## src/rtl/rpi_pkg.sv

```systemverilog
package rpi_pkg;

  // palette geometry
  localparam int PALETTE_ENTRIES = 256;
  localparam int IDX_W           = $clog2(PALETTE_ENTRIES);
  localparam int CNT_W           = IDX_W + 1;

  // channel widths
  localparam int S_DATA_W = 32;
  localparam int S_USER_W = 1;
  localparam int M_DATA_W = 48;
  localparam int M_USER_W = 2;

  // color packing
  localparam logic [7:0]  OPAQUE_ALPHA = 8'hFF;
  localparam logic [7:0]  COLOR_ALPHA  = 8'h80;
  localparam logic [31:0] TRANSPARENT  = 32'h0000_0000;

  // index permutation codes on bits 4..3
  localparam logic [1:0] SEL_ONE = 2'b01;
  localparam logic [1:0] SEL_TWO = 2'b10;

  // commands from controller to datapath
  typedef struct packed {
    logic load;
    logic search;
    logic commit;
  } rpi_cmd_t;

  // status from datapath to controller
  typedef struct packed {
    logic done;
    logic out_free;
  } rpi_status_t;

  // swap bit pairs 01 and 10 at bits 4..3
  function automatic logic [7:0] permute_index(input logic [7:0] idx);
    logic [7:0] res;
    res = idx;
    if (idx[4:3] == SEL_ONE) begin
      res[4:3] = SEL_TWO;
    end else if (idx[4:3] == SEL_TWO) begin
      res[4:3] = SEL_ONE;
    end
    return res;
  endfunction

endpackage

```

## src/rtl/rpi_ctrl.sv

```systemverilog
module rpi_ctrl
  import rpi_pkg::*;
(
  input  logic        clk,
  input  logic        rst,
  input  logic        s_tvalid,
  output logic        s_tready,
  input  rpi_status_t status,
  output rpi_cmd_t    cmd
);

  typedef enum logic [1:0] {
    S_IDLE,
    S_SEARCH,
    S_FINISH
  } state_t;

  state_t state;

  // commands decoded from state, input handshake and output status
  always_comb begin
    cmd        = '0;
    cmd.load   = s_tvalid && s_tready;
    cmd.search = (state == S_SEARCH);
    cmd.commit = (state == S_FINISH) && status.out_free;
  end

  // state and ready register, ready stays low while in reset
  always_ff @(posedge clk) begin
    if (rst) begin
      state    <= S_IDLE;
      s_tready <= 1'b0;
    end else begin
      case (state)
        S_IDLE: begin
          if (s_tvalid && s_tready) begin
            state    <= S_SEARCH;
            s_tready <= 1'b0;
          end else begin
            s_tready <= 1'b1;
          end
        end
        S_SEARCH: begin
          if (status.done) begin
            state <= S_FINISH;
          end
        end
        S_FINISH: begin
          if (status.out_free) begin
            state    <= S_IDLE;
            s_tready <= 1'b1;
          end
        end
        default: begin
          state    <= S_IDLE;
          s_tready <= 1'b0;
        end
      endcase
    end
  end

endmodule

```

## config.mk

```make
export PLATFORM = sky130hd
export DESIGN_NAME = rpi_ctrl
export DESIGN_NICKNAME = d
export VERILOG_FILES = /design/src/rtl/rpi_pkg.sv /design/src/rtl/rpi_ctrl.sv
export SDC_FILE = /design/constraint.sdc
export NUM_CORES = 1
export LEC_CHECK = 0
export BUFFER_PORTS_ARGS = -buffer_cell sky130_fd_sc_hd__buf_2
export CELL_PAD_IN_SITES_DETAIL_PLACEMENT = 0
export CELL_PAD_IN_SITES_GLOBAL_PLACEMENT = 1
export CORE_AREA = 2 2 39 41
export DETAILED_ROUTE_END_ITERATION = 7
export DIE_AREA = 0 0 41 43
export GPL_TIMING_DRIVEN = 0
export PLACE_DENSITY = 0.45
export SYNTH_ARGS = -nofsm -noshare
export SYNTH_HDL_FRONTEND = slang
export SYNTH_SLANG_ARGS = --single-unit
```

## constraint.sdc

```tcl
create_clock -name clk -period 1.02 [get_ports clk]
set_input_delay 0.051 -clock clk [delete_from_list [all_inputs] [get_ports clk]]
set_output_delay 0.051 -clock clk [all_outputs]
set_load 0.005 [all_outputs]
```

# Word level (Yosys, flattened, before mapping)
# Index checks and enable logic that the tools add are counted.
# op_classes
eq_ne	5
mux	7
n_bitwise	1
reduce_logical	5
# ops
operator	count
two-way mux 2 bit	3
!= test 2 bit (second input constant)	3
one-hot mux 2 bit (3 select lines)	1
one-hot mux 1 bit (3 select lines)	1
AND reduction 3 bit	1
== test 2 x 1 -> 1 bit (second input constant)	1
== test 2 bit (second input constant)	1
logical AND 1 bit	2
zero test 2 bit	1
two-way mux 1 bit	2
AND reduction 2 bit	1
NOT 1 bit	1
# totals
register_bits	3
inputBits	5
output_inout_bits	4
wordCells	20

# Logic depth before layout (Yosys ltp)
# Gate-level depths: netlist of run 1.
# depth
ltp_word	3
depth_mapped	3

# Worst setup path before layout of run 1
# OpenSTA, ideal clock, no wires.
# synth_timing
path_type	register to register
startpoint	reg state[0]
endpoint	reg state[0]
setup_time_ps	73
t_arrival_ps	793
t_required_ps	947
slack_ps	154
path_stages_with_launch	3
path_buffers	0
synth_period_minus_slack_ps	866
cell_sequence	dfxtp_1 > mux2_2 > nor3_2
# synth_via
elab_chain_cells	3
word_cells_on_any_way	8
cone_classes	eq/ne: 5; mux: 1; reduce/logical: 2
# synth_rtl
element	line	rtl
start: declaration	rpi_ctrl.sv:18	state_t state;
start signal: assignment	rpi_ctrl.sv:31	state <= S_IDLE;
start signal: assignment	rpi_ctrl.sv:37	state <= S_SEARCH;
start signal: assignment	rpi_ctrl.sv:45	state <= S_FINISH;
== test 2 x 1 -> 1 bit (tied with other cells)	rpi_ctrl.sv:34	case (state)
!= test 2 bit (no line)	n/a	
AND reduction 3 bit (no line)	n/a	
# Parallel ways exist; a longest one is shown, timed or not.
# A chain may end at the register's enable or synchronous reset.

==> reports/results.tsv, run 1 <==
stage	metric	value	unit
run_status	run status	finished, final reports clean	
worst_setup_path	category of the worst setup path capture point	output pin	
place	placer's final routability congestion estimate	0.616	
logic_synthesis	biggest area consumer among synthesized cells	sky130_fd_sc_hd__dfxtp_1	
cells_and_area	total area of sequential cells	62.6	um2
cells_and_area	count of non-filler cells in the finished layout	47	
cts	H-tree Lvls	1	
logic_synthesis	most frequently used cell type in the post-synthesis netlist	sky130_fd_sc_hd__dfxtp_1	
timing	fmax	1.06	GHz
global_routing	antenna violations before repair	0	
cts	Longest Clk Path Bufs	2	
power	leakage component of the power	0.116	nW
floorplan	Die Area	1760	um2
power	peak supply drop	0.536	mV
drt	remaining antenna violation count	0	
worst_setup_path	maximum cell stage delay along the critical path	0.36	ns
worst_setup_path	Largest delay share family, worst path	flip-flops	
worst_setup_path	top fanout value on the critical path	6	
logic_synthesis	count of synthesis-stage warnings from yosys	0	
hold_path	class of the worst hold path	in -> reg	
worst_setup_path	data arrival time at the worst-slack endpoint	0.89	ns
cts	clock slew at reported path FFs	0.04	ns
cells_and_area	relative area change from synthesis to final layout	66.4	%
logic_synthesis	post-synthesis cell area	149	um2
timing	worst clock skew	0.000167	ns
logic_synthesis	proportion of register bits with asynchronous set or reset after synthesis	0	%
worst_setup_path	Critical Setup Path Class	reg -> out	
power	power per cell area	1560	nW/um2
logic_synthesis	syn_nets	23	
timing	Final Cycle Share	92.2	%
cts	number of buffers inserted by post-CTS setup repair	0	
timing	unrepaired setup endpoints after global routing	no	
worst_setup_path	required time worst endpoint	0.97	ns
place	post-DP HPWL	283	um
cells_and_area	Antenna Diode Count	0	
cells_and_area	Finished Core Util	17.9	%
floorplan	Die H	43	um
global_routing	global route total overflow	0	
floorplan	area of the placeable core	1380	um2
global_routing	global routing usage summed across all routing layers	5.52	%
timing	transition time at the pin with the least slew margin	0.196	ns
logic_synthesis	portion of synthesized cell area occupied by the leading cell type	40.3	%
flow_run	max-cap violation count	0	
cts	sink count of the clock tree	3	
drt	ratio of routed vias to standard cells	3.47	
timing	total negative slack	0	ns
logic_synthesis	number of distinct standard cells referenced by the synthesized netlist	12	
logic_synthesis	Mean Syn Cell Area	8.27	um2
place	PortBufs	8	
global_routing	first-pass GRT wire length	579	um
floorplan	standard-cell rows	14	
cells_and_area	fraction of layout instances using a drive strength above 1	51.6	%
timing	final hold violations	0	
floorplan	effective utilization at floorplan	10.8	%
timing	max-slew violations	0	
logic_synthesis	Area contributors post-synth	sky130_fd_sc_hd__dfxtp_1 (40%), sky130_fd_sc_hd__mux2_2 (7.6%), sky130_fd_sc_hd__nor3_1 (6.7%), sky130_fd_sc_hd__nor3_2 (6.7%), sky130_fd_sc_hd__nor2b_2 (5.9%)	
drt	number of remaining DRC errors	0	
logic_synthesis	Gate Count Post-Synth	18	
floorplan	Top-Level Pins	9	
logic_synthesis	number of storage elements in the synthesis netlist	3	
cells_and_area	Filler cells	155	
logic_synthesis	most frequent cells after synthesis	sky130_fd_sc_hd__dfxtp_1 (3), sky130_fd_sc_hd__inv_1 (2), sky130_fd_sc_hd__nand2_1 (2), sky130_fd_sc_hd__nor2_1 (2), sky130_fd_sc_hd__nor3_1 (2)	
worst_setup_path	critical path buffer and inverter count	1	
cts	TritonCTS buffer count	3	
power	Overall Power	0.000387	W
timing	final setup fails	0	
cells_and_area	area taken by multi-input logic gates	81.3	um2
drt	total vias in the final route	163	
cts	Clock Root Buffer	sky130_fd_sc_hd__clkbuf_4	
global_routing	number of global-route vias before repair	157	
cts	source-to-sink clock delay at the later pin of the worst-skew pair	0.23	ns
floorplan	die width	41	um
drt	Starting DRT DRC Count	2	
worst_setup_path	sort of element at the start of the critical path	flip-flop	
drt	wire length after detailed routing	357	um
worst_setup_path	CP max-delay cell	sky130_fd_sc_hd__dfxtp_2	
timing	headroom to the max-slew limit	86.8	%
cells_and_area	net total in the final layout	37	
logic_synthesis	number of enable flip-flop cells after synthesis	0	
logic_synthesis	Post-synth top flop	sky130_fd_sc_hd__dfxtp_1	
place	placed cells	42	
timing	shortest period the worst path allows	0.940	ns
drt	DR pass1 iterations	2	
worst_setup_path	ordered cell list for the critical path	nor2b_2, buf_2	
cts	clock tree from TritonCTS	yes	
logic_synthesis	sequential fraction of the synthesis area	40.3	%
drt	per-cell routed wire length	7.60	um
global_routing	pin count of the biggest net entering global routing	7	
## placed cells by master, fill, tap and decap left out, drive strengths merged
master | synthesis | routed
inv | 2 | 2
nor3b | 1 | 1
nor2b | 1 | 1
nor3 | 3 | 3
dlygate4sd3 | 0 | 1
nand2 | 2 | 2
nor2 | 2 | 2
a21oi | 1 | 1
clkbuf | 0 | 4
a21boi | 1 | 1
buf | 0 | 8
dfxtp | 3 | 3
mux2 | 1 | 1
nor4 | 1 | 1
## where the power goes
group / leakage [nW] / total (W) / switching [W] / internal, W
Clock: 0.0150 / 0.000204 / 0.0000580 / 0.000146
Sequential: 0.0256 / 0.000136 / 0.00000943 / 0.000127
Combinational: 0.0749 / 0.0000466 / 0.0000199 / 0.0000268
Total: 0.116 / 0.000387 / 0.0000872 / 0.000300
## cells by family (layout without fill, tap and decap cells)
logic type             Yosys count  count (layout)  synth area share (%)
AOI/OAI and AO/OA                2               2                  8.40
muxes                            1               1                  7.56
and+or+nand+nor                 10              10                  38.7
DFF                              3               3                  40.3
buffers and inverters            2              15                  5.04
## sequential cells by signal, indices dropped and copies added, names as in the netlist
name / flops
s_tready: 1
state: 2
## cell type report
type                            count  share of cell area [%]
Timing Repair Buffer                9                    20.2
Tap cell                           16                    8.08
Clock buffer                        4                    10.6
Sequential cell                     3                    25.3
Inverter                            2                    3.03
Multi-Input combinational cell     13                    32.8
## what timing repair did
| action | CTS | global route |
|---|---|---|
| hold endpoints to repair | 0 | 2 |
| endpoints found under the setup margin | 0 | 2 |
| hold buffers | 0 | 1 |
| resized for setup | 0 | 2 |
## layer usage
| layer | global-route usage [%] | vias to the layer above | part of all wire (%) |
|---|---|---|---|
| li1 | - | 89 | - |
| met1 | 6.41 | 65 | 60 |
| met2 | 5.31 | 9 | 27 |
| met3 | 4.71 | 0 | 13 |
| met4 | 6.00 | 0 | 0 |
| met5 | 0 | - | 0 |
## per-stage QoR
stage	instance area, um2	hold WS [ns]	setup slack, ns
after global placement	209	0.257	0.105
after CTS	235	0.00862	0.0172
after detailed placement	209	0.255	0.0850
final	248	0.0950	0.0801
after floorplan	149	0.121	0.154
after global routing	248	0.0960	0.00803
## final timing paths
path | startpoint | end | slack (ns) | depth (start not counted)
worst max-delay path | state[0]$_SDFFE_PP0P_ | cmd[1] | 0.08 | 2
worst min-delay path | status[1] | state[1]$_SDFFE_PP0P_ | 0.1 | 3
worst max register to register | s_tready$_SDFFE_PP0P_ | state[0]$_SDFFE_PP0P_ | 0.11 | 3
worst min register to register | state[1]$_SDFFE_PP0P_ | state[0]$_SDFFE_PP0P_ | 0.47 | 1
## tightest hold or removal path, stage by stage
cell                      delay [ns]
sky130_fd_sc_hd__buf_2          0.09
sky130_fd_sc_hd__a21oi_1        0.07
sky130_fd_sc_hd__nor2_1         0.08
No activity file was read; power rests on OpenSTA's default activity.
==> run 2: changes to the inputs <==
--- a/config.mk
+++ b/config.mk
@@ -6,13 +6,13 @@
 export NUM_CORES = 1
 export LEC_CHECK = 0
 export BUFFER_PORTS_ARGS = -buffer_cell sky130_fd_sc_hd__buf_2
-export CELL_PAD_IN_SITES_DETAIL_PLACEMENT = 0
-export CELL_PAD_IN_SITES_GLOBAL_PLACEMENT = 1
+export CELL_PAD_IN_SITES_DETAIL_PLACEMENT = 2
+export CELL_PAD_IN_SITES_GLOBAL_PLACEMENT = 2
 export CORE_AREA = 2 2 39 41
 export DETAILED_ROUTE_END_ITERATION = 7
 export DIE_AREA = 0 0 41 43
 export GPL_TIMING_DRIVEN = 0
-export PLACE_DENSITY = 0.45
+export PLACE_DENSITY = 0.53
 export SYNTH_ARGS = -nofsm -noshare
 export SYNTH_HDL_FRONTEND = slang
 export SYNTH_SLANG_ARGS = --single-unit
==> reports/results.tsv, run 2 (synthesized netlist as in run 1, its figures left out) <==
stage	metric	value	unit	change
run_status	run status	finished, final reports clean		unchanged
flow_run	max-cap violation count	0		unchanged
global_routing	number of global-route vias before repair	176		was 157
timing	fin worst setup slack	0.0971	ns	was 0.0801 ns
place	PortBufs	8		unchanged
timing	worst clock skew	0.00193	ns	was 0.000167 ns
power	peak supply drop	0.694	mV	was 0.536 mV
cts	Longest Clk Path Bufs	2		unchanged
floorplan	Die Area	1760	um2	unchanged
timing	transition time at the pin with the least slew margin	0.206	ns	was 0.196 ns
drt	number of remaining DRC errors	0		unchanged
worst_setup_path	startpoint of the worst-slack reg-to-reg timing path	state[0]$_SDFFE_PP0P_		was s_tready$_SDFFE_PP0P_
cells_and_area	net total in the final layout	36		was 37
timing	fmax	1.08	GHz	was 1.06 GHz
cells_and_area	commonest non-fill, non-tap cells in the layout	sky130_fd_sc_hd__buf_2 (8), sky130_fd_sc_hd__clkbuf_4 (3), sky130_fd_sc_hd__dfxtp_2 (3)		was sky130_fd_sc_hd__buf_2 (8), sky130_fd_sc_hd__clkbuf_4 (3)
cts	number of buffers inserted for hold repair after clock tree synthesis	0		unchanged
timing	unrepaired setup endpoints after global routing	no		unchanged
place	placer's final routability congestion estimate	0.549		was 0.616
timing	tightest hold margin	0.0251	ns	was 0.0950 ns
cts	number of buffers inserted by post-CTS setup repair	0		unchanged
worst_setup_path	CP max-delay cell	sky130_fd_sc_hd__dfxtp_2		unchanged
cts	source-to-sink clock delay at the later pin of the worst-skew pair	0.23	ns	about the same
place	Placement Setup Slack	0.0743	ns	was 0.0850 ns
worst_setup_path	category of the worst setup path capture point	output pin		unchanged
cts	Clock Root Buffer	sky130_fd_sc_hd__clkbuf_4		unchanged
drt	DR pass1 iterations	1		was 2
global_routing	global route total overflow	0		unchanged
worst_setup_path	sort of element at the start of the critical path	flip-flop		unchanged
worst_setup_path	Critical Setup Path Class	reg -> out		unchanged
cells_and_area	registers with the most flip-flops	state x2, s_tready x1		unchanged
worst_setup_path	critical path buffer and inverter count	1		unchanged
worst_setup_path	ordered cell list for the critical path	nand2_1, nor2_1, buf_2		was nor2b_2, buf_2
worst_setup_path	data arrival time at the worst-slack endpoint	0.87	ns	was 0.89 ns
cells_and_area	Finished Core Util	17.3	%	was 17.9%
floorplan	Die H	43	um	unchanged
global_routing	pin count of the biggest net entering global routing	7		unchanged
global_routing	first-pass GRT wire length	731	um	was 579 um
cells_and_area	Top reg by flops	state		unchanged
drt	ratio of routed vias to standard cells	3.72		was 3.47
cts	clock tree from TritonCTS	yes		unchanged
worst_setup_path	required time worst endpoint	0.97	ns	about the same
hold_path	Hold Startpoint	rst		was status[1]
floorplan	standard-cell rows	14		unchanged
hold_path	class of the worst hold path	in -> reg		unchanged
power	power per cell area	1620	nW/um2	was 1560 nW/um2
cts	sink count of the clock tree	3		unchanged
cts	H-tree Lvls	1		unchanged
cts	clock slew at reported path FFs	0.03	ns	was 0.04 ns
worst_setup_path	worst-case register-to-register setup slack	0.13	ns	was 0.11 ns
drt	remaining antenna violation count	0		unchanged
worst_setup_path	Critical path origin	state[1]$_SDFFE_PP0P_		was state[0]$_SDFFE_PP0P_
floorplan	die width	41	um	unchanged
cts	TritonCTS buffer count	3		unchanged
cells_and_area	fraction of layout instances using a drive strength above 1	56.7	%	was 51.6%
floorplan	area of the placeable core	1380	um2	unchanged
worst_setup_path	maximum cell stage delay along the critical path	0.37	ns	was 0.36 ns
timing	shortest period the worst path allows	0.923	ns	was 0.940 ns
worst_setup_path	Largest delay share family, worst path	flip-flops		unchanged
global_routing	global routing usage summed across all routing layers	6.92	%	was 5.52%
timing	Final Cycle Share	90.5	%	was 92.2%
timing	final setup fails	0		unchanged
drt	wire length after detailed routing	464	um	was 357 um
worst_setup_path	top fanout value on the critical path	6		unchanged
drt	per-cell routed wire length	10.1	um	was 7.60 um
drt	total vias in the final route	171		was 163
cells_and_area	Filler cells	164		was 155
drt	Starting DRT DRC Count	0		was 2
place	post-DP HPWL	354	um	was 283 um
power	leakage component of the power	0.111	nW	was 0.116 nW
cells_and_area	Antenna Diode Count	0		unchanged
timing	total negative slack	0	ns	unchanged
floorplan	effective utilization at floorplan	10.8	%	unchanged
cells_and_area	number of flip-flops in the largest register	2		unchanged
global_routing	antenna violations before repair	0		unchanged
cells_and_area	most common cell after layout, fill and taps aside	sky130_fd_sc_hd__buf_2		unchanged
timing	headroom to the max-slew limit	86.2	%	was 86.8%
floorplan	Top-Level Pins	9		unchanged
cells_and_area	relative area change from synthesis to final layout	60.5	%	was 66.4%
timing	final hold violations	0		unchanged
timing	max-slew violations	0		unchanged
==> run 2: cell count changes in the layout (fill, tap and decap cells not counted), sizes merged <==
| cell | before | now |
|---|---|---|
| dlygate4sd3 | 1 | 0 |
==> run 2: metrics by stage <==
stage	std cells	cell area, um2	power (W)
2_1_floorplan	18	149	0.000157
3_3_place_gp	42	209	0.000180
3_5_place_dp	42	209	0.000183
4_1_cts	46	236	0.000398
5_1_grt	46	239	0.000420
6_report	46	239	0.000387
==> run 2: routing by layer <==
| metal | track usage (%) | wire [um] |
|---|---|---|
| met5 | 0 | 0 |
| met4 | 2.00 | 6 |
| met3 | 7.85 | 65 |
| met2 | 8.44 | 175 |
| met1 | 7.69 | 217 |
==> run 2: cell type report <==
class / count / area (um2) / area share, %
multi-input cells: 13 / 81.3 / 34.0
flip-flops and latches: 3 / 63.8 / 26.7
repair buffers: 8 / 40.0 / 16.8
clock buffers: 4 / 26.3 / 11.0
well taps: 16 / 20.0 / 8.38
inverters: 2 / 7.51 / 3.14
==> run 2: timing repair <==
action	CTS	global route
cloned	0	0
resized for setup	1	2
endpoints found under the setup margin	1	2
==> run 2: final timing paths <==
path	to	depth (start not counted)
setup / recovery	cmd[0]	3
setup reg to reg	state[0]$_SDFFE_PP0P_	2
hold reg to reg	state[0]$_SDFFE_PP0P_	1
hold / removal	state[0]$_SDFFE_PP0P_	2
==> run 2: power by group <==
group | internal (W) | switching [W] | leakage (nW)
clock network | 0.000146 | 0.0000589 | 0.0150
registers | 0.000128 | 0.00000899 | 0.0257
logic | 0.0000244 | 0.0000210 | 0.0708
